$ cat config.mk
export PLATFORM = sky130hd
export DESIGN_NAME = c2p_stage
export DESIGN_NICKNAME = d
export VERILOG_FILES = /design/src/design/cartesian_to_polar_assert.svh /design/src/design/c2p_pkg.sv /design/src/design/c2p_stage.sv
export SDC_FILE = /design/constraint.sdc
export NUM_CORES = 1
export LEC_CHECK = 0
export BUFFER_PORTS_ARGS = -buffer_cell sky130_fd_sc_hd__clkbuf_2
export CAP_MARGIN = 10
export CORE_MARGIN = 2
export CORE_UTILIZATION = 55
export DETAILED_ROUTE_END_ITERATION = 6
export HOLD_SLACK_MARGIN = 0.12
export MAX_ROUTING_LAYER = met4
export PLACE_DENSITY = 0.81
export SETUP_SLACK_MARGIN = 0.15
export SYNTH_ARGS = -nofsm -noshare
export SYNTH_HDL_FRONTEND = slang
export SYNTH_SLANG_ARGS = --single-unit
$ cat constraint.sdc
create_clock -name clk_i -period 10.5 [get_ports clk_i]
set_clock_uncertainty 0.2 [all_clocks]
set_input_delay 0.525 -clock clk_i [delete_from_list [all_inputs] [get_ports clk_i]]
set_output_delay 0.525 -clock clk_i [all_outputs]
set_load 0.01 [all_outputs]
$ cat src/design/cartesian_to_polar_assert.svh
// ----------------------------------------------------------------------------
// cartesian_to_polar_assert.svh
// Assertion macros used by the cartesian_to_polar top-level design file.
// ----------------------------------------------------------------------------
`ifndef CARTESIAN_TO_POLAR_ASSERT_SVH
`define CARTESIAN_TO_POLAR_ASSERT_SVH

// Same-cycle implication, checked at every rising edge outside reset.
`define C2P_ASSERT_NOW(lbl, ante, cons) \
  lbl: assert property (@(posedge clk_i) disable iff (!rst_ni) (ante) |-> (cons)) \
    else $error("cartesian_to_polar: check failed");

// Next-cycle implication, checked at every rising edge outside reset.
`define C2P_ASSERT_NEXT(lbl, ante, cons) \
  lbl: assert property (@(posedge clk_i) disable iff (!rst_ni) (ante) |=> (cons)) \
    else $error("cartesian_to_polar: check failed");

`endif

$ cat src/design/c2p_pkg.sv
// ----------------------------------------------------------------------------
// c2p_pkg
// Types and constants of the rectangular to polar CORDIC pipeline.
// ----------------------------------------------------------------------------
package c2p_pkg;

  localparam int FRAC_BITS = 14;
  localparam int ATAN_LEN  = 24;
  localparam int ANGLE_W   = 16;
  localparam int RADIUS_W  = 21;
  localparam int TURN_W    = 32;
  localparam int GAIN_W    = 30;
  localparam int PROD_W    = 62;

  localparam logic [GAIN_W-1:0]   GAIN_Q30   = 30'd652032874;
  localparam logic [RADIUS_W-1:0] RADIUS_MAX = 21'h1FFFFF;
  localparam logic [TURN_W-1:0]   TURN_HALF  = 32'h8000_0000;
  localparam logic [TURN_W-1:0]   ANGLE_RND  = 32'h0000_8000;
  localparam logic [PROD_W-1:0]   RADIUS_RND = 62'h80_0000_0000;

  localparam logic [TURN_W-1:0] ATAN_TURNS [ATAN_LEN] = '{
    32'd536870912, 32'd316933406, 32'd167458907, 32'd85004756,
    32'd42667331,  32'd21354465,  32'd10679838,  32'd5340245,
    32'd2670163,   32'd1335087,   32'd667544,    32'd333772,
    32'd166886,    32'd83443,     32'd41722,     32'd20861,
    32'd10430,     32'd5215,      32'd2608,      32'd1304,
    32'd652,       32'd326,       32'd163,       32'd81
  };

  typedef struct packed {
    logic              zero;
    logic [TURN_W-1:0] z;
  } c2p_side_t;

endpackage

$ cat src/design/c2p_stage.sv
// ----------------------------------------------------------------------------
// c2p_stage
// One registered CORDIC vectoring micro-rotation by atan(2^-STAGE).
// ----------------------------------------------------------------------------
module c2p_stage
  import c2p_pkg::*;
#(
  parameter int DW    = 33,
  parameter int STAGE = 0
) (
  input  logic                 clk_i,
  input  logic                 rst_ni,
  input  logic                 valid_i,
  output logic                 ready_o,
  input  logic signed [DW-1:0] x_i,
  input  logic signed [DW-1:0] y_i,
  input  c2p_side_t            side_i,
  output logic                 valid_o,
  input  logic                 ready_i,
  output logic signed [DW-1:0] x_o,
  output logic signed [DW-1:0] y_o,
  output c2p_side_t            side_o
);

  logic                 valid_q;
  logic signed [DW-1:0] xs, ys, x_d, y_d, x_q, y_q;
  c2p_side_t            side_d, side_q;

  assign xs = x_i >>> STAGE;
  assign ys = y_i >>> STAGE;

  always_comb begin
    side_d.zero = side_i.zero;
    if (!y_i[DW-1]) begin
      x_d      = x_i + ys;
      y_d      = y_i - xs;
      side_d.z = side_i.z + ATAN_TURNS[STAGE];
    end else begin
      x_d      = x_i - ys;
      y_d      = y_i + xs;
      side_d.z = side_i.z - ATAN_TURNS[STAGE];
    end
  end

  assign ready_o = !valid_q || ready_i;

  always_ff @(posedge clk_i or negedge rst_ni) begin
    if (!rst_ni) begin
      valid_q <= 1'b0;
    end else if (ready_o) begin
      valid_q <= valid_i;
    end
  end

  always_ff @(posedge clk_i) begin
    if (ready_o && valid_i) begin
      x_q    <= x_d;
      y_q    <= y_d;
      side_q <= side_d;
    end
  end

  assign valid_o = valid_q;
  assign x_o     = x_q;
  assign y_o     = y_q;
  assign side_o  = side_q;

endmodule

### After elaboration in Yosys (flattened, before gate mapping)

Index checks and enable logic that the tools add are counted.

| operators by class | value |
|---|---|
| add/sub/neg operators | 5 |
| mux-type cells | 3 |
| reduce and logical (&&, ||, !) cells | 3 |

Operators by type and width:

| operator | number |
|---|---|
| 33-bit two-way mux | 2 |
| 33-bit subtractor | 2 |
| 33-bit adder | 1 |
| 32-bit by 30-bit adder with 32-bit output (second input constant) | 1 |
| 32-bit two-way mux | 1 |
| 32-bit by 30-bit subtractor with 32-bit output (second input constant) | 1 |
| 1-bit logical AND | 1 |
| 1-bit logical NOT | 1 |
| 1-bit logical OR | 1 |

| storage, ports and cells | value |
|---|---|
| register bits after elaboration | 100 |
| logic and storage cells | 16 |

### Depth between registers and ports, before layout

Gate-level depths: netlist (run 1).

| depth | value |
|---|---|
| depth in word-level cells | 3 |
| depth in mapped cells | 13 |
| gate-level depth less buffers | 12 |

### Worst setup path before layout (run 1)

No wires, ideal clock.

| timing | value |
|---|---|
| kind | in2reg |
| start | input port ready_i |
| end | register side_q (netlist bit side_o[0]), enable pin |
| path buffers | 0 |
| stages | 2 |
| required time | 9.832 ns |
| library setup time | 0.468 ns |
| setup slack | 6.822 ns |
| data arrival time | 3.010 ns |
| cells stage by stage | nand2b_1 and2_1 |

| between the ends | value |
|---|---|
| word-level cells in the longest chain between the ends | 2 |

Ends and longest elaborated chain:

| element | RTL line | text |
|---|---|---|
| start, declared | c2p_stage.sv:19 | `input logic ready_i,` |
| 1-bit logical OR | c2p_stage.sv:45 | `assign ready_o = !valid_q \|\| ready_i;` |
| 1-bit logical AND | c2p_stage.sv:56 | `if (ready_o && valid_i) begin` |
| end signal, assigned | c2p_stage.sv:59 | `side_q <= side_d;` |
| end, declared | c2p_stage.sv:27 | `c2p_side_t side_d, side_q;` |

No other way between the ends.
A chain may end at the register's enable or synchronous reset.

### Worst setup path in the final report (run 1)

| timing | value |
|---|---|
| start | input port x_i[0] |
| end | register x_q[30], in the netlist x_o[30], data pin |

| between the ends | value |
|---|---|
| word-level cells in the longest chain between the ends | 2 |
| elaborated cells between the ends (all ways) | 3 |
| classes of those cells | 2 x add/sub; 1 x mux |

Ends and longest elaborated chain:

| element | RTL line | text |
|---|---|---|
| start, declared | c2p_stage.sv:15 | `input logic signed [DW-1:0] x_i,` |
| 33-bit adder / 33-bit subtractor (equally long branches) | c2p_stage.sv:35, c2p_stage.sv:39 |  |
| 33-bit two-way mux (*) | c2p_stage.sv:34 | `if (!y_i[DW-1]) begin` |
| via x_d[30] | c2p_stage.sv:26 | `logic signed [DW-1:0] xs, ys, x_d, y_d, x_q, y_q;` |
| end signal, assigned | c2p_stage.sv:57 | `x_q <= x_d;` |
| end, declared | c2p_stage.sv:26 |  |

The timed path passes the listed nets; every way through them passes the cells marked *.

==> flow_metrics.env, run 1 <==
export IMPL_status="finished, final reports clean"
export IMPL_rsz0062_at_grt="false"
export IMPL_htree_levels=3
export IMPL_gp_congestion=1.00
export IMPL_io_buffers=203
export IMPL_report_final_hold_viol_count=0
export IMPL_netlist_instances=1002
export IMPL_setup_viol=0
export IMPL_worst_pin_slew_ns=0.985
export IMPL_synth_warnings=0
export IMPL_use_met3_pct=3.86
export IMPL_ioPinCount=204
export IMPL_num_vias=8255
export IMPL_ff_latch_area_mm2=0.00297
export IMPL_grt_pass1_vias=7439
export IMPL_grt_pass1_wl_um=40900
export IMPL_cts_hold_buf=1
export IMPL_synth_main_ff_cell="edfxtp_1"
export IMPL_fill_cells=1354
export IMPL_die_x_um=132
export IMPL_netlist_area_mm2=0.00895
export IMPL_syn_to_final_growth_pct=15.5
export IMPL_root_buffer="clkbuf_16"
export IMPL_syn_num_nets=1205
export IMPL_multiInputGateArea_mm2=0.00536
export IMPL_drc_errors=0
export IMPL_cts_num_sinks=99
export IMPL_crit_path_max_fanout=4
export IMPL_cp_slowest_stage_delay_ns=0.74
export IMPL_fin_ws_ns=6.76
export IMPL_cts_made_buffers=9
export IMPL_ys_async_sr_fraction_pct=1.01
export IMPL_die_y_um=132
export IMPL_p_leak_nw=4.67
export IMPL_rows=46
export IMPL_power_density_mw_per_mm2=128
export IMPL_crit_type="in -> reg"
export IMPL_synth_edff_count=98
export IMPL_wl_um=26600
export IMPL_drive_gt1_share_pct=22.3
export IMPL_via_per_inst=5.92
export IMPL_fmax_mhz=268
export IMPL_dpl_hpwl_um=21200
export IMPL_clkTransAtPathRegs_ns=0.07
export IMPL_clk_latency_ns=0.35
export IMPL_synth_seq_cells=99
export IMPL_hold_class="in -> reg"
export IMPL_wl_per_cell_um=19.0
export IMPL_synth_cell_types=85
export IMPL_final_cell_mix="clkbuf_2 (203), nor2_1 (101), edfxtp_1 (98)"
export IMPL_cts_resized=0
export IMPL_crit_buf_inv=2
export IMPL_overflow=0
export IMPL_cp_arrival_ns=3.62
export IMPL_slowest_stage="o41ai_2"
export IMPL_grt_use_met2_pct=47.7
export IMPL_start_kind="input port"
export IMPL_required_ns=10.38
export IMPL_grt_use_met1_pct=41.9
export IMPL_ys_seq_area_share_pct=33.1
export IMPL_first_pass_iters=5
export IMPL_layout_commonest_cell="clkbuf_2"
export IMPL_grt_max_degree=93
export IMPL_antenna_found_initial=0
export IMPL_drv_slew=0
export IMPL_min_period_over_period_pct=35.6
export IMPL_finalSetupTns_ns=0
export IMPL_drtIter0Drc=764
export IMPL_diodes=0
export IMPL_postCtsSetupBuffers=0
export IMPL_die_area_mm2=0.0173
export IMPL_cap_violations=0
export IMPL_cp_end_kind="flip-flop"
export IMPL_detail_route_antenna_nets=0
export IMPL_clockBufferDepth=2
export IMPL_crit_family="compound AO/OA/AOI/OAI gates"
export IMPL_gr_usage_all_layers_pct=30.7
export IMPL_dp_slack_ns=6.50
export IMPL_peakVddDrop_mv=0.0945
export IMPL_coreArea_mm2=0.0159
export IMPL_slew_headroom_pct=34.3
export IMPL_avgSynthCellArea_um2=8.94
export IMPL_crit_chain="clkbuf_2 -> inv_1 -> ha_1 -> fa_1 -> nand4b_4 -> a31oi_2 -> a211oi_1 -> o41ai_2 -> nand3_1 -> o311a_1 -> o2111ai_2 -> o211ai_2 -> xnor2_1"
export IMPL_start_util_pct=56.4
export IMPL_rrSetupSlack_ns=8.23
export IMPL_period_needed_ns=3.74
export IMPL_nNetsFinal=1377
export IMPL_top_usage_layer="met2"
export IMPL_tritoncts="done"
[worst register-to-register path: cells and delay by family, from the launching register on]
family	cells	cell delay, ns
buffers and inverters	1	0.78
and+or+nand+nor	2	0.46
DFF	1	0.38
[power by group]
| part | leakage (nW) | internal, mW | switching, mW |
|---|---|---|---|
| logic | 3.58 | 0.176 | 0.299 |
| registers | 0.944 | 0.493 | 0.0131 |
| clock network | 0.146 | 0.192 | 0.148 |
| total | 4.67 | 0.861 | 0.461 |
[cell type report]
type / count / area share, %
clock inverters: 5 / 0.581
multi-input cells: 754 / 51.9
well taps: 216 / 2.61
inverters: 103 / 3.74
flip-flops and latches: 99 / 28.7
clock buffers: 11 / 2.35
repair buffers: 207 / 10.1
[per-stage QoR]
step           total power [mW]  util [%]  hold slack (ns)  cell area (um^2)  instances
6_report                   1.32      65.1            0.149             10300       1395
4_1_cts                    1.32      65.1            0.145             10300       1395
3_5_place_dp              0.979      63.1            0.103             10000       1378
5_1_grt                    1.38      65.1            0.142             10300       1395
3_3_place_gp              0.977      63.1            0.100             10000       1378
2_1_floorplan             0.828         -           0.0294              8950       1002
[synthesized netlist by cell type, types with 5 or more instances]
master / instances / area share, %
nor2_1: 101 / 4.2
edfxtp_1: 98 / 33
inv_1: 97 / 4.1
ha_1: 96 / 13
a21oi_1: 94 / 5.3
o21ai_0: 63 / 3.5
xnor2_1: 54 / 5.3
nand2_1: 47 / 2.0
nor3_1: 26 / 1.5
a21o_1: 22 / 1.8
clkbuf_1: 18 / 0.75
nand3_1: 16 / 0.89
nor2b_1: 15 / 1.0
a211oi_1: 13 / 1.1
buf_2: 11 / 0.61
mux2i_1: 11 / 1.2
o21bai_1: 11 / 0.92
a31oi_1: 10 / 0.70
nand2b_1: 10 / 0.70
xor2_1: 10 / 0.98
o31ai_1: 9 / 0.75
or3_1: 9 / 0.63
buf_4: 8 / 0.67
nand4_1: 7 / 0.49
nor4_1: 7 / 0.49
o21ai_1: 7 / 0.39
buf_1: 6 / 0.25
o211ai_1: 6 / 0.50
or2_1: 6 / 0.42
a211o_1: 5 / 0.49
a21oi_2: 5 / 0.49
a22oi_1: 5 / 0.42
and3_1: 5 / 0.35
inv_2: 5 / 0.21
o21a_1: 5 / 0.42
[state kept, by name (all words and copies together) (netlist names)]
register / flops
x_o: 32
valid_o: 1
side_o: 33
y_o: 33
[logic make-up after synthesis]
kind of cell	share of synthesized area (%)
AO/OA/AOI/OAI	23.5
XOR/XNOR	6.26
adder cells (fa/ha/maj)	14.3
buffers and inverters	6.99
flip-flops	33.1
multiplexers	1.23
AND/OR/NAND/NOR	14.5
[per-layer routing]
metal / share of wire (%) / vias to the layer above
met5: 0 / -
met4: 2.7 / 0
met3: 7.4 / 41
met2: 46 / 410
met1: 44 / 3875
li1: - / 3929
[worst paths after layout]
path	startpoint	endpoint	cells after the start
worst max-delay path	x_i[0]	x_o[30]	13
max in group asynchronous	rst_ni	valid_o	2
worst min register to register	valid_o	valid_o	2
worst max register to register	valid_o	y_o[28]	3
worst min-delay path	side_i[15]	side_o[15]	1
min in group asynchronous	rst_ni	valid_o	2
(Power assumes the default switching activity.)
==> run 2: changes to the inputs <==
ABC_AREA = 1   (was not set)
PLACE_DENSITY = 0.79   (was 0.81)
clock period = 3.7 ns   (was 10.5 ns; I/O delays follow)
==> flow_metrics.env, run 2 <==
export IMPL_crit_type="in -> reg"
export IMPL_fill_cells=1795
export IMPL_clkPwrFrac_pct=25.0
export IMPL_placedCellCount=2103
export IMPL_rrSetupSlack_ns=1.82
export IMPL_overflow=0
export IMPL_htree_levels=3
export IMPL_report_final_hold_viol_count=0
export IMPL_cp_arrival_ns=2.74
export IMPL_fin_ws_ns=0.881
export IMPL_ys_async_sr_fraction_pct=1.01
export IMPL_drtIter0Drc=1111
export IMPL_cts_resized=0
export IMPL_grt_pass1_vias=10600
export IMPL_crit_family="simple AND/OR/NAND/NOR gates"
export IMPL_finalSetupTns_ns=0
export IMPL_syn_num_nets=1882
export IMPL_grt_pass1_wl_um=52900
export IMPL_cp_num_cells=17
export IMPL_p_total_mw=3.91
export IMPL_drive_gt1_share_pct=13.1
export IMPL_reg2regPathDepth=2
export IMPL_wl_per_cell_um=15.8
export IMPL_antenna_found_initial=0
export IMPL_via_per_inst=5.31
export IMPL_cts_made_buffers=9
export IMPL_synth_xor_area_share_pct=2.05
export IMPL_nNetsFinal=2096
export IMPL_synth_compound_area_share_pct=8.51
export IMPL_netlist_instances=1679
export IMPL_num_vias=11500
export IMPL_first_pass_iters=6
export IMPL_min_period_over_period_pct=76.2
export IMPL_final_cell_mix="nand2_1 (590), inv_1 (319), clkbuf_2 (203)"
export IMPL_clkTransAtPathRegs_ns=0.08
export IMPL_slew_headroom_pct=43.7
export IMPL_synth_top_area_cell="edfxtp_1"
export IMPL_cpMostUsedCell="nand2_1"
export IMPL_yosysTopAreaCellShare_pct=27.5
export IMPL_grt_max_degree=65
export IMPL_r2r_start="valid_o"
export IMPL_period_needed_ns=2.82
export IMPL_synth_seq_cells=99
export IMPL_cts_num_sinks=99
export IMPL_ff_latch_area_mm2=0.00297
export IMPL_multiInputGateArea_mm2=0.00620
export IMPL_synth_mux_area_share_pct=0
export IMPL_avgSynthCellArea_um2=6.37
export IMPL_ys_seq_area_share_pct=27.8
export IMPL_coreArea_mm2=0.0189
export IMPL_netlist_area_mm2=0.0107
export IMPL_p_switching_mw=1.50
export IMPL_synth_cell_types=35
export IMPL_die_area_mm2=0.0206
export IMPL_required_ns=3.62
export IMPL_synthAdderAreaFrac_pct=12.0
export IMPL_status="finished, final reports clean"
export IMPL_wl_um=34100
export IMPL_gr_usage_all_layers_pct=33.9
export IMPL_intPower_mw=2.40
export IMPL_synth_main_ff_cell="edfxtp_1"
export IMPL_postCtsSetupBuffers=0
export IMPL_start_util_pct=56.6
export IMPL_synth_edff_count=98
export IMPL_peakVddDrop_mv=0.208
export IMPL_die_x_um=143
export IMPL_crit_start="y_i[0]"
export IMPL_syn_to_final_growth_pct=16.5
export IMPL_drv_slew=0
export IMPL_start_kind="input port"
export IMPL_detail_route_antenna_nets=0
export IMPL_tritoncts="done"
export IMPL_power_density_mw_per_mm2=314
export IMPL_dpl_hpwl_um=27400
export IMPL_cp_slowest_stage_delay_ns=0.53
export IMPL_layout_commonest_cell="nand2_1"
export IMPL_r2r_end="x_o[15]"
export IMPL_clockBufferDepth=2
export IMPL_clk_latency_ns=0.35
export IMPL_rsz0062_at_grt="false"
export IMPL_root_buffer="clkbuf_16"
export IMPL_setup_viol=0
export IMPL_comb_power_share_pct=39.1
export IMPL_drc_errors=0
export IMPL_synth_common_cells="nand2_1 (590), inv_1 (320), nor2_1 (145)"
export IMPL_cap_violations=0
export IMPL_p_leak_nw=6.95
export IMPL_p_seq_share_pct=35.9
export IMPL_rows=50
export IMPL_fin_cells=2158
export IMPL_diodes=0
export IMPL_slowest_stage="dlygate4sd3_1"
export IMPL_dp_slack_ns=1.03
export IMPL_ioPinCount=204
export IMPL_gp_congestion=1.07
export IMPL_hold_slack_ns=0.141
export IMPL_cp_end_kind="flip-flop"
export IMPL_crit_buf_inv=4
export IMPL_synth_warnings=0
export IMPL_synthTopCellsByArea="edfxtp_1 (28%), nand2_1 (21%), ha_1 (11%)"
export IMPL_endpoint="y_o[24]"
export IMPL_hold_class="in -> reg"
export IMPL_crit_path_max_fanout=5
export IMPL_synthSimpleGateAreaFrac_pct=35.4
export IMPL_worst_pin_slew_ns=0.844
export IMPL_crit_chain="dlygate4sd3_1 -> clkbuf_2 -> inv_1 -> ha_1 -> fa_1 -> inv_1 -> nand2_1 -> nand2_1 -> nand2_1 -> nand2_1 -> nand2_1 -> nand2_2 -> nand2_1 -> nand2_1 -> nand2_1 -> nand3_1 -> nand2_1"
export IMPL_switching_share_pct=38.5
export IMPL_fmax_mhz=355
export IMPL_synth_top_family_by_area="simple AND/OR/NAND/NOR gates"
export IMPL_yosysMostFrequentCell="nand2_1"
export IMPL_io_buffers=203
export IMPL_die_y_um=143
export IMPL_cts_hold_buf=39
run 2: power by group through the flow:
| stage | sequential, mW | clock [mW] | combinational [mW] |
|---|---|---|---|
| floorplan | 1.47 | 0 | 0.955 |
| global placement | 1.43 | 0 | 1.42 |
| detailed placement | 1.43 | 0 | 1.45 |
| CTS | 1.40 | 0.986 | 1.49 |
| global route | 1.41 | 1.02 | 1.69 |
| finish | 1.40 | 0.977 | 1.53 |
run 2: worst min path at each step:
stage,start,to,slack [ns],cells after the start
floorplan,rst_ni,valid_o,-0.31,0
global route,x_i[0],y_o[0],0.16,4
CTS,x_i[0],y_o[0],0.13,4
finish,x_i[0],y_o[0],0.14,4
detailed placement,rst_ni,valid_o,-0.24,1
global placement,rst_ni,valid_o,-0.24,1
run 2: area by class of cell:
| cell class | count | share of cell area, % |
|---|---|---|
| clock buffers | 9 | 1.81 |
| clock inverters | 7 | 0.613 |
| inverters | 323 | 9.73 |
| multi-input cells | 1213 | 49.8 |
| flip-flops and latches | 99 | 23.8 |
| well taps | 260 | 2.61 |
| repair buffers | 247 | 11.6 |
run 2: logic make-up (layout without fill, tap and decap cells):
| kind of cell | after synthesis | after routing |
|---|---|---|
| XOR/XNOR | 25 | 25 |
| adder cells (fa/ha/maj) | 100 | 100 |
| AO/OA/AOI/OAI | 166 | 166 |
| buffers and inverters | 367 | 586 |
| AND/OR/NAND/NOR | 922 | 922 |
| flip-flops | 99 | 99 |
run 2: per-stage QoR:
step                      cell area (um^2)  util [%]
after global routing                 12500      65.9
after global placement               11800      62.3
after floorplan                      10700         -
after detailed placement             11800      62.3
final                                12500      65.9
after CTS                            12500      65.9
run 2: layer usage:
| layer | track usage (%) | up-vias | wire (um) |
|---|---|---|---|
| met1 | 45.3 | 5193 | 14800 |
| met3 | 4.10 | 58 | 3000 |
| met4 | 10.1 | 0 | 1070 |
| met2 | 54.4 | 571 | 15200 |
| met5 | - | - | 0 |
| li1 | - | 5634 | - |
run 2: worst register-to-register path, cell delays in order, from the launching register on:
cell     delay (ns)
dfrtp_1        0.43
a21oi_4        0.17
buf_4          0.65
