$ cat src/design/cartesian_to_polar_assert.svh
// ----------------------------------------------------------------------------
// cartesian_to_polar_assert.svh
// Assertion macros used by the cartesian_to_polar top-level design file.
// ----------------------------------------------------------------------------
`ifndef CARTESIAN_TO_POLAR_ASSERT_SVH
`define CARTESIAN_TO_POLAR_ASSERT_SVH

// Same-cycle implication, checked at every rising edge outside reset.
`define C2P_ASSERT_NOW(lbl, ante, cons) \
  lbl: assert property (@(posedge clk_i) disable iff (!rst_ni) (ante) |-> (cons)) \
    else $error("cartesian_to_polar: check failed");

// Next-cycle implication, checked at every rising edge outside reset.
`define C2P_ASSERT_NEXT(lbl, ante, cons) \
  lbl: assert property (@(posedge clk_i) disable iff (!rst_ni) (ante) |=> (cons)) \
    else $error("cartesian_to_polar: check failed");

`endif

$ cat src/design/c2p_pkg.sv
// ----------------------------------------------------------------------------
// c2p_pkg
// Types and constants of the rectangular to polar CORDIC pipeline.
// ----------------------------------------------------------------------------
package c2p_pkg;

  localparam int FRAC_BITS = 14;
  localparam int ATAN_LEN  = 24;
  localparam int ANGLE_W   = 16;
  localparam int RADIUS_W  = 21;
  localparam int TURN_W    = 32;
  localparam int GAIN_W    = 30;
  localparam int PROD_W    = 62;

  localparam logic [GAIN_W-1:0]   GAIN_Q30   = 30'd652032874;
  localparam logic [RADIUS_W-1:0] RADIUS_MAX = 21'h1FFFFF;
  localparam logic [TURN_W-1:0]   TURN_HALF  = 32'h8000_0000;
  localparam logic [TURN_W-1:0]   ANGLE_RND  = 32'h0000_8000;
  localparam logic [PROD_W-1:0]   RADIUS_RND = 62'h80_0000_0000;

  localparam logic [TURN_W-1:0] ATAN_TURNS [ATAN_LEN] = '{
    32'd536870912, 32'd316933406, 32'd167458907, 32'd85004756,
    32'd42667331,  32'd21354465,  32'd10679838,  32'd5340245,
    32'd2670163,   32'd1335087,   32'd667544,    32'd333772,
    32'd166886,    32'd83443,     32'd41722,     32'd20861,
    32'd10430,     32'd5215,      32'd2608,      32'd1304,
    32'd652,       32'd326,       32'd163,       32'd81
  };

  typedef struct packed {
    logic              zero;
    logic [TURN_W-1:0] z;
  } c2p_side_t;

endpackage

$ cat src/design/c2p_post.sv
// ----------------------------------------------------------------------------
// c2p_post
// Output stages: gain correction multiply, then rounding, saturation and the
// minimum radius test into the output register.
// ----------------------------------------------------------------------------
module c2p_post
  import c2p_pkg::*;
#(
  parameter int DW = 33
) (
  input  logic                 clk_i,
  input  logic                 rst_ni,
  input  logic                 valid_i,
  output logic                 ready_o,
  input  logic signed [DW-1:0] x_i,
  input  c2p_side_t            side_i,
  input  logic [RADIUS_W-1:0]  min_radius_i,
  output logic                 valid_o,
  input  logic                 ready_i,
  output logic [RADIUS_W-1:0]  radius_o,
  output logic [ANGLE_W-1:0]   angle_o,
  output logic                 is_point_o
);

  logic                      va_q, vb_q, ready_a;
  logic [TURN_W-1:0]         x_lo;
  logic                      sat_d, sat_q, zero_q;
  logic [PROD_W-1:0]         prod_d, prod_q, rsum;
  logic [TURN_W-1:0]         zr;
  logic [ANGLE_W-1:0]        ang_q;
  logic [RADIUS_W:0]         rad_full;
  logic [RADIUS_W-1:0]       rad;
  logic                      point;
  logic [RADIUS_W-1:0]       radius_d, radius_q;
  logic [ANGLE_W-1:0]        angle_d, angle_q;
  logic                      is_point_d, is_point_q;

  if (DW > TURN_W) begin : g_wide
    assign sat_d = |x_i[DW-1:TURN_W];
    assign x_lo  = x_i[TURN_W-1:0];
  end else if (DW == TURN_W) begin : g_even
    assign sat_d = 1'b0;
    assign x_lo  = x_i;
  end else begin : g_narrow
    assign sat_d = 1'b0;
    assign x_lo  = {{(TURN_W-DW){1'b0}}, x_i};
  end

  assign prod_d = PROD_W'(x_lo) * PROD_W'(GAIN_Q30);
  assign zr     = side_i.z + ANGLE_RND;

  assign ready_a = !vb_q || ready_i;
  assign ready_o = !va_q || ready_a;

  always_ff @(posedge clk_i or negedge rst_ni) begin
    if (!rst_ni) begin
      va_q <= 1'b0;
      vb_q <= 1'b0;
    end else begin
      if (ready_o) begin
        va_q <= valid_i;
      end
      if (ready_a) begin
        vb_q <= va_q;
      end
    end
  end

  always_ff @(posedge clk_i) begin
    if (ready_o && valid_i) begin
      prod_q <= prod_d;
      sat_q  <= sat_d;
      zero_q <= side_i.zero;
      ang_q  <= zr[TURN_W-1:TURN_W-ANGLE_W];
    end
  end

  always_comb begin
    rsum     = prod_q + RADIUS_RND;
    rad_full = rsum[PROD_W-1:PROD_W-RADIUS_W-1];
    rad      = (sat_q || rad_full[RADIUS_W]) ? RADIUS_MAX : rad_full[RADIUS_W-1:0];
    point    = zero_q ? (min_radius_i != '0) : (rad < min_radius_i);
    if (zero_q || point) begin
      radius_d = '0;
      angle_d  = '0;
    end else begin
      radius_d = rad;
      angle_d  = ang_q;
    end
    is_point_d = point;
  end

  always_ff @(posedge clk_i) begin
    if (ready_a && va_q) begin
      radius_q   <= radius_d;
      angle_q    <= angle_d;
      is_point_q <= is_point_d;
    end
  end

  assign valid_o    = vb_q;
  assign radius_o   = radius_q;
  assign angle_o    = angle_q;
  assign is_point_o = is_point_q;

endmodule

$ cat config.mk
export PLATFORM = sky130hd
export DESIGN_NAME = c2p_post
export DESIGN_NICKNAME = d
export VERILOG_FILES = /design/src/design/cartesian_to_polar_assert.svh /design/src/design/c2p_pkg.sv /design/src/design/c2p_post.sv
export SDC_FILE = /design/constraint.sdc
export NUM_CORES = 1
export LEC_CHECK = 0
export BUFFER_PORTS_ARGS = -buffer_cell sky130_fd_sc_hd__buf_4
export CAP_MARGIN = 25
export CORE_UTILIZATION = 41
export DETAILED_ROUTE_END_ITERATION = 10
export GPL_ROUTABILITY_DRIVEN = 0
export SYNTH_ARGS = -nofsm -noshare
export SYNTH_HDL_FRONTEND = slang
export SYNTH_SLANG_ARGS = --single-unit
export TNS_END_PERCENT = 30
$ cat constraint.sdc
create_clock -name clk_i -period 5.6 [get_ports clk_i]
set_clock_uncertainty 0.1 [all_clocks]
set_input_delay 0.28 -clock clk_i [delete_from_list [all_inputs] [get_ports clk_i]]
set_output_delay 0.28 -clock clk_i [all_outputs]
set_load 0.1 [all_outputs]
# After elaboration in Yosys (flattened, before gate mapping)
# Cells that the tools add are included.
# W data, S select, Z words.
dict set report totals {
  wordCells 24
  out_inout_bits 40
  inputBits 91
  ff_bits 119
}
dict set report op_classes {
  n_reduce_logical 9
  n_mux 2
  n_lt_le_gt_ge 1
  addsub 2
  n_mul 1
}
# op n
set op_table {}
lappend op_table {{$add A62 B40 Y62 const B} 1}
lappend op_table {{$mul A32 B29 Y61 const B} 1}
lappend op_table {{$add A32 B16 Y32 const B} 1}
lappend op_table {{$lt A21 B21 Y1} 1}
lappend op_table {{$mux W21} 1}
lappend op_table {{$reduce_bool A21 Y1} 1}
lappend op_table {{$logic_or A1 B1 Y1} 4}
lappend op_table {{$logic_and A1 B1 Y1} 2}
lappend op_table {{$logic_not A1 Y1} 2}
lappend op_table {{$mux W1} 1}

# Logic depth before layout (Yosys ltp)
# Gate-level depths: netlist (run 1).
dict set report depth {
  ltp_word 6
  ltp_mapped 25
  depth_no_buf 24
}

# Worst setup path before layout (run 1)
# No wires, ideal clock.
dict set report synth_timing {
  path_kind {in2reg}
  from {input x_i[8]}
  to {register prod_q[60], data pin}
  cell_stages 24
  setup_ns 0.257
  setup_slack_ns -1.097
  required_ns 5.243
  path_buffers 0
  arrival_ns 6.340
  path_cell_list {inv_1 fa_1 fa_1 inv_1 fa_1 inv_1 fa_1 inv_1 fa_1 fa_1 fa_1 inv_1 fa_1 inv_1 ha_1 nand2_1 o211ai_1 a31o_2 o2111ai_1 a31oi_1 nor3_2 o21ai_2 a221o_1 xor2_1}
}
dict set report synth_between {
  elab_chain_cells 1
}
# element line_no
set synth_rtl {}
lappend synth_rtl {{from (decl)} c2p_post.sv:15} ;# input logic signed [DW-1:0] x_i,
lappend synth_rtl {{$mul A32 B29 Y61} c2p_post.sv:49} ;# assign prod_d = PROD_W'(x_lo) * PROD_W'(GAIN_Q30);
lappend synth_rtl {{named net prod_d[60]} c2p_post.sv:28} ;# logic [PROD_W-1:0] prod_d, prod_q, rsum;
lappend synth_rtl {{to (signal assigned)} c2p_post.sv:71} ;# prod_q <= prod_d;
lappend synth_rtl {{to (decl)} c2p_post.sv:28}
# The timed path passes the listed nets, and every way through them passes these cells.
# A chain may end at the register's enable or synchronous reset.

# Final worst setup path (run 1)
dict set report layout_timing {
  from {input x_i[14]}
  to {register prod_q[60], data pin}
}
# Same word-level chain as after synthesis.

==> flow_summary.ini, run 1 <==
[finish]
num-nets-final = 3547
post-route-util = 0.508
layout-drive-gt1-share = 0.225
area_growth_pct = 22.4
fill_cells = 4899
n_antenna_cell = 0

[worst_setup_path]
crit_path_end_kind = flop
arrival_ns = 6.80
cp.required_ns = 5.57
start_kind = input pin
critPathKind = in -> reg
cp_max_fo = 5

[sta]
worst_pin_slew_ns = 0.917
maxSlewHeadroom = 0.389
fmax_mhz = 147
period_share = 1.22
drv_slew = 0
setup_violations = 23
rsz0062_at_grt = true
fin_crit_ns = 6.82
hold_violations = 0
setup_ws_ns = -1.22

[synth]
ys_async_sr_fraction = 0.0247
synth_common_cells = 747 x inv_1, 457 x fa_1, 376 x ha_1
synth_top_area_frac = 0.410
synth_edf_count = 79
ys_seq_area_frac = 0.108
ys_ff_latch = 81
synth_top_cell_by_area = fa_1
synthCells = 2156
syn-mean-instance-area_sq_um = 10.4
ys.flop_type = edfxtp_1
syn-cell-area_sq_um = 22300
yosysWarnings = 0
synth_most_common_cell = inv_1
synthTopCellsByArea = fa_1 41%, ha_1 21%, inv_1 13%
syn_nets = 3080
yosysUniqueCellTypes = 70

[clock_network]
cts_tree = yes
cts-buffers-inserted = 9
cts-root-buf = clkbuf_16
worstSkewPairLatency_ns = 0.33
cts.clk_slew.worst_paths_ns = 0.06
cts.path.max_buffers = 2
h-tree-depth = 3
cts.sinks = 81

[detailed_routing]
routed_via_density = 4.85
drcViolationCount = 0
ant_nets = 0
drt-pass1-iter-count = 5
vias = 16100
drtIter0Drc = 723
wl_per_cell_microns = 17.9
wirelength_microns = 59400

[global_route]
antenna_found_initial = 0
use_met3 = 0.0188
gr-max-usage-layer = met2
grt_max_degree = 42
grt.total_usage = 0.219
use_met2 = 0.370
grt.overflow.total = 0
use_met1 = 0.309
grt_first_pass_wirelength_microns = 94800
grt_pass1_vias = 17800

[floorplanning]
dieArea_sq_um = 55400
initial_utilization = 0.415
top_level_ports = 131
die_h_microns = 235
coreArea_sq_um = 53800
num_rows = 85
die-width_microns = 235

[status]
violations = setup timing
outcome = finished with violations

[place]
hpwl_microns = 54700
portBuffers = 115

[hold_path]
hold_path.class = in -> reg

[flow_run]
maxCapViolations = 0
-- worst max-delay path: stages --
cell       delay (ns)
buf_4            0.16
ha_1             0.38
buf_4            0.17
fa_1             0.51
inv_1            0.06
fa_1             0.49
fa_1             0.51
inv_1            0.05
fa_1             0.54
fa_1             0.44
fa_1             0.50
inv_1            0.06
fa_1             0.50
inv_1            0.04
ha_1             0.35
a21oi_1          0.21
o211ai_1         0.12
a31o_2           0.25
o2111ai_2        0.10
a31oi_2          0.13
buf_4            0.17
nor3_4           0.15
o21ai_2          0.11
a221o_1          0.34
xor2_1           0.15
-- state kept, by name, indices dropped and copies added (netlist names) --
| register | flops |
|---|---|
| is_point_o | 1 |
| prod_q | 23 |
| sat_q | 1 |
| radius_o | 21 |
| valid_o | 1 |
| angle_o | 16 |
| zero_q | 1 |
| ang_q | 16 |
| va_q | 1 |
-- layout by cell type, fill, tap and decap left out, types with 4 or more instances in the layout --
master and count:
nor3_1 6, nand3b_1 4, a21oi_1 52, xor2_1 27, inv_2 4, o21ai_2 5, and4_1 6, a21o_1 40
clkbuf_16 9, nor2b_2 9, and2_1 5, fa_1 454, nand2_1 62, buf_4 459, inv_1 735, buf_6 5
edfxtp_1 79, o21ai_0 20, o211ai_1 4, nor2_1 17, ha_1 365, clkinvlp_4 9, nand4_1 18, and3_1 19
a21oi_2 25, o21bai_1 9, nand3_1 24, nor2b_1 12, o21ai_1 7, xnor2_1 27, ha_4 10, nand2b_1 7
a31oi_1 6
-- per-layer routing --
metal,up-vias,part of all wire
met5,-,0
met4,0,0.017
met3,54,0.040
met2,330,0.48
met1,8201,0.46
li1,7530,-
-- per-stage QoR --
| step | area [sq um] | cells | hold WS, ns | setup slack (ns) | setup TNS, ns |
|---|---|---|---|---|---|
| 2_1_floorplan | 22400 | 2156 | -0.116 | -0.982 | -15.80 |
| 5_1_grt | 27300 | 3324 | 0.0119 | -1.43 | -28.57 |
| 3_3_place_gp | 26600 | 3286 | -0.0383 | -1.60 | -30.98 |
| 3_5_place_dp | 26600 | 3286 | -0.0365 | -1.74 | -34.16 |
| 6_report | 27300 | 3324 | 0.0268 | -1.22 | -23.79 |
| 4_1_cts | 27000 | 3307 | 0.0155 | -1.26 | -23.46 |
-- path summary, 6_finish.rpt --
path / slack, ns / cells past startpoint / to / startpoint
setup / recovery: -1.22 / 25 / prod_q[60] / x_i[14]
hold / removal: 0.03 / 1 / sat_q / x_i[32]
setup reg to reg: 0.98 / 18 / radius_o[4] / prod_q[45]
hold reg to reg: 0.40 / 1 / valid_o / va_q
max in group asynchronous: 5.15 / 2 / va_q / rst_ni
min in group asynchronous: 0.17 / 2 / valid_o / rst_ni
-- what timing repair did --
item / CTS / global route
setup buffers: 4 / 16
gates resized for setup: 29 / 40
hold buffers: 1 / 0
pin swaps: 17 / 31
gates cloned: 0 / 0
endpoints found under the setup margin: 23 / 23
endpoints found under the hold margin: 2 / 0
-- cell families (layout without fill, tap and decap cells) --
kind of cell	after synthesis	count (layout)	share of synthesized area
buffers and inverters	760	1232	0.129
adder cells (fa/ha/maj)	833	833	0.620
flip-flops	81	81	0.108
AO/OA/AOI/OAI	206	206	0.0635
AND/OR/NAND/NOR	219	219	0.0559
XOR/XNOR	57	57	0.0227
-- area by class of cell --
class / count / area, sq um / share of cell area
multi-input combinational: 1315 / 17300 / 0.635
sequential: 81 / 2420 / 0.0886
clock buffer: 9 / 225 / 0.00824
inverter: 747 / 2830 / 0.104
tap: 696 / 871 / 0.0319
clock inverter: 7 / 52.6 / 0.00192
timing repair buffer: 469 / 3580 / 0.131
Power of run 1 is left out: the tool's default activity adds up to more than one toggle a clock period on the data nets, which glitch-free logic cannot reach.
==> run 2, diff against run 1 <==
Settings changed: CORE_MARGIN set to 2.
==> flow_summary.ini, run 2 (synthesis gave the netlist of run 1 again) <==
[status]
outcome = finished with violations
violations = setup timing

[finish]
finalInstanceArea_sq_um = 27100
largest_reg_flops = 23
post-route-util = 0.504
regMostFlops = prod_q
fin_cells = 3313
area_growth_pct = 21.5
final_common_cell = inv_1
layout_common_cells = 736 x inv_1, 455 x fa_1, 450 x buf_4, 370 x ha_1, 79 x edfxtp_1
n_antenna_cell = 0
layout-drive-gt1-share = 0.215
num-nets-final = 3536

[floorplanning]
top_level_ports = 131
coreArea_sq_um = 53800
dieArea_sq_um = 56300
num_rows = 85
die-width_microns = 237
die_h_microns = 237
initial_utilization = 0.415

[global_route]
grt_first_pass_wirelength_microns = 93800
grt.overflow.total = 0
antenna_found_initial = 0
grt_max_degree = 42
grt.total_usage = 0.216
grt_pass1_vias = 17300

[flow_run]
maxCapViolations = 0

[place]
place_area_sq_um = 26600
portBuffers = 115
post-place-ws_ns = -1.71
placed_cells = 3288
hpwl_microns = 54500

[clock_network]
cts-buffers-inserted = 9
cts_tree = yes
cts.clk_slew.worst_paths_ns = 0.06
cts.path.max_buffers = 2
cts.sinks = 81
worstSkewPairLatency_ns = 0.34
cts-root-buf = clkbuf_16
h-tree-depth = 3

[detailed_routing]
wirelength_microns = 58900
wl_per_cell_microns = 17.8
wl_met3_microns = 2580
drt-pass1-iter-count = 5
drtIter0Drc = 733
ant_nets = 0
routed_via_density = 4.80
vias = 15900
met2_length_microns = 28300
drcViolationCount = 0
highest_layer = met4
m1WireLength_microns = 26600

[sta]
hold_violations = 0
rsz0062_at_grt = true
drv_slew = 0
maxSlewHeadroom = 0.380
fmax_mhz = 146
worst_pin_slew_ns = 0.930
setup_ws_ns = -1.26
setup_violations = 23
fin_crit_ns = 6.86
period_share = 1.22

[worst_setup_path]
cp.required_ns = 5.59
crit_path_end_kind = flop
critPathKind = in -> reg
start_kind = input pin
arrival_ns = 6.84
reg2reg_depth = 18
cp_max_fo = 5
r2r_setup_slack_ns = 1.09

[hold_path]
hold_depth = 1
hold_path.class = in -> reg
run 2: per-stage QoR:
step / setup TNS [ns] / hold WS [ns]
2_1_floorplan: -15.80 / -0.116
3_3_place_gp: -30.60 / -0.0380
3_5_place_dp: -33.34 / -0.0361
4_1_cts: -23.29 / 0.00503
5_1_grt: -30.05 / 0.00472
6_report: -24.33 / 0.0182
run 2: cell type report:
class,instances,area (sq um)
inverters,747,2820
repair buffers,458,3510
flip-flops and latches,81,2420
clock inverters,5,56.3
fillers,4955,26700
well taps,696,871
multi-input cells,1315,17200
clock buffers,11,233
run 2: worst max-delay path, stage by stage:
cell and delay [ns]:
buf_4 0.14, inv_1 0.30, fa_1 0.48, fa_1 0.49, inv_1 0.05, fa_1 0.50
inv_1 0.06, fa_1 0.59, inv_1 0.07, fa_1 0.49, fa_1 0.43, fa_1 0.57
ha_1 0.25, ha_1 0.30, and4_1 0.26, and2_1 0.18, o2111a_1 0.14, o211ai_1 0.15
a31oi_2 0.15, buf_4 0.16, nor3_4 0.20, o21ai_4 0.12, a221o_1 0.34, xor2_1 0.14
run 2: per-layer routing:
metal	global-route usage	up-vias
met5	0	-
met2	0.362	309
met4	0.0553	0
li1	-	7514
met1	0.295	8005
met3	0.0301	74
run 2: final timing paths:
kind,start,to
setup / recovery,x_i[18],prod_q[60]
hold / removal,x_i[32],sat_q
setup reg to reg,prod_q[45],angle_o[1]
hold reg to reg,va_q,valid_o
max in group asynchronous,rst_ni,valid_o
min in group asynchronous,rst_ni,va_q
run 2: timing repair:
| item | CTS | global route |
|---|---|---|
| pin swaps | 13 | 12 |
| hold buffers | 1 | 0 |
| resized for setup | 32 | 10 |
| setup endpoints to repair | 23 | 23 |
| hold endpoints to repair | 2 | 0 |
| setup buffers | 4 | 3 |
Power of run 2 is left out for the same reason.
==> run 3, diff against run 2 <==
Settings changed: CORE_UTILIZATION 41 to 30.
Clock period 5.6 ns to 6.1 ns, I/O delays scaled along.
==> flow_summary.ini, run 3 (synthesis gave the netlist of run 1 again) <==
[detailed_routing]
drcViolationCount = 0
vias = 15600
wl_per_cell_microns = 16.7
drt-pass1-iter-count = 5
wirelength_microns = 59400
routed_via_density = 4.37
ant_nets = 0
drtIter0Drc = 619

[clock_network]
cts.path.max_buffers = 2
cts.sinks = 81
cts.clk_slew.worst_paths_ns = 0.06
cts_tree = yes
cts-buffers-inserted = 9
cts-root-buf = clkbuf_16
worstSkewPairLatency_ns = 0.33
h-tree-depth = 3

[floorplanning]
dieArea_sq_um = 76600
coreArea_sq_um = 74100
initial_utilization = 0.301
num_rows = 100
die_h_microns = 277
top_level_ports = 131
die-width_microns = 277

[finish]
finalInstanceArea_sq_um = 27500
layout-drive-gt1-share = 0.212
final_common_cell = inv_1
layout_common_cells = 736 x inv_1, 455 x fa_1, 423 x buf_4, 360 x ha_1, 79 x edfxtp_1
num-nets-final = 3512
fin_cells = 3563
area_growth_pct = 23.1
regMostFlops = prod_q
largest_reg_flops = 23

[global_route]
grt.total_usage = 0.157
grt.overflow.total = 0
grt_max_degree = 42
grt_first_pass_wirelength_microns = 93200
antenna_found_initial = 2
grt_pass1_vias = 16900

[hold_path]
hold_path.class = in -> reg
hold_depth = 1

[worst_setup_path]
arrival_ns = 6.70
crit_path_frequent_cell = fa_1
critPathKind = in -> reg
slowest_delay_ns = 0.52
worst-path-buf-inv = 9
crit_path_end_kind = flop
start_kind = input pin
cp.required_ns = 6.07
r2r_setup_slack_ns = 1.26
startpoint = x_i[13]
critPathTopFamily = adder cells
rr_startpoint = prod_q[45]
crit_end = prod_q[56]
slowest_stage = fa_1
regToRegEndpoint = radius_o[2]
cp_max_fo = 5
reg2reg_depth = 18
worst-path-stages = 26

[sta]
setup_tns_ns = -9.87
hold_violations = 0
maxSlewHeadroom = 0.379
worst_pin_slew_ns = 0.931
setup_violations = 23
setup_ws_ns = -0.632
period_share = 1.10
fin_crit_ns = 6.73
rsz0062_at_grt = true
drv_slew = 0
fmax_mhz = 149

[place]
placed_cells = 3531
post-place-ws_ns = -1.24
hpwl_microns = 55200
place_area_sq_um = 26700
portBuffers = 115

[status]
violations = setup timing
outcome = finished with violations

[flow_run]
maxCapViolations = 0
==> run 3: changes by cell type in the layout (fill, tap and decap cells not counted), sizes merged <==
cell,delta
inv,+2
buf,-24
clkbuf,-1
clkinv,-2
diode,+1
bufinv,+2
clkinvlp,-1
==> run 3: cell type report <==
class	count	area [sq um]
timing repair buffer	434	3360
tap	969	1210
antenna	1	2.50
sequential	81	2420
fill	7328	46600
clock buffer	10	229
clock inverter	6	113
inverter	747	2820
multi-input combinational	1315	17300
==> run 3: routing by layer <==
metal,GRT usage,vias up,share of wire
met5,0,-,0.00017
met4,0.0382,2,0.025
met3,0.0284,77,0.050
met2,0.260,274,0.47
met1,0.213,7762,0.45
li1,-,7470,-
==> run 3: worst reg2reg max path: stages (launching register included) <==
cell,delay [ns]
edfxtp_1,0.44
and4_4,0.26
and3_4,0.23
nand4_4,0.13
nor3_2,0.24
xor2_2,0.12
nor2_4,0.52
nand2_1,0.13
ha_1,0.32
a21o_1,0.16
a21o_1,0.16
a21o_1,0.17
a21o_1,0.17
a21oi_1,0.16
o22ai_1,0.11
a21o_1,0.20
a21oi_4,0.59
buf_4,0.31
a21oi_2,0.05
==> run 3: how the worst min path moves through the flow <==
stage / start / end / slack (ns)
after floorplan: rst_ni / va_q / -0.09
after detailed placement: rst_ni / va_q / -0.01
after global placement: rst_ni / va_q / -0.01
after global routing: x_i[32] / sat_q / 0.03
after CTS: x_i[32] / sat_q / 0.04
final: x_i[32] / sat_q / 0.05
==> run 3: what timing repair did <==
item | 4_1_cts | 5_1_grt
setup buffers | 10 | 4
hold buffers | 1 | 0
pin swaps | 28 | 16
setup endpoints to repair | 23 | 23
hold endpoints to repair | 2 | 0
gates resized for setup | 36 | 20
==> run 3: per-stage QoR <==
step,util,hold WS [ns]
after floorplan,-,-0.0906
after global placement,0.361,-0.0123
after detailed placement,0.361,-0.0119
after CTS,0.369,0.0360
after global routing,0.371,0.0348
final,0.371,0.0468
Power of run 3 is left out for the same reason.
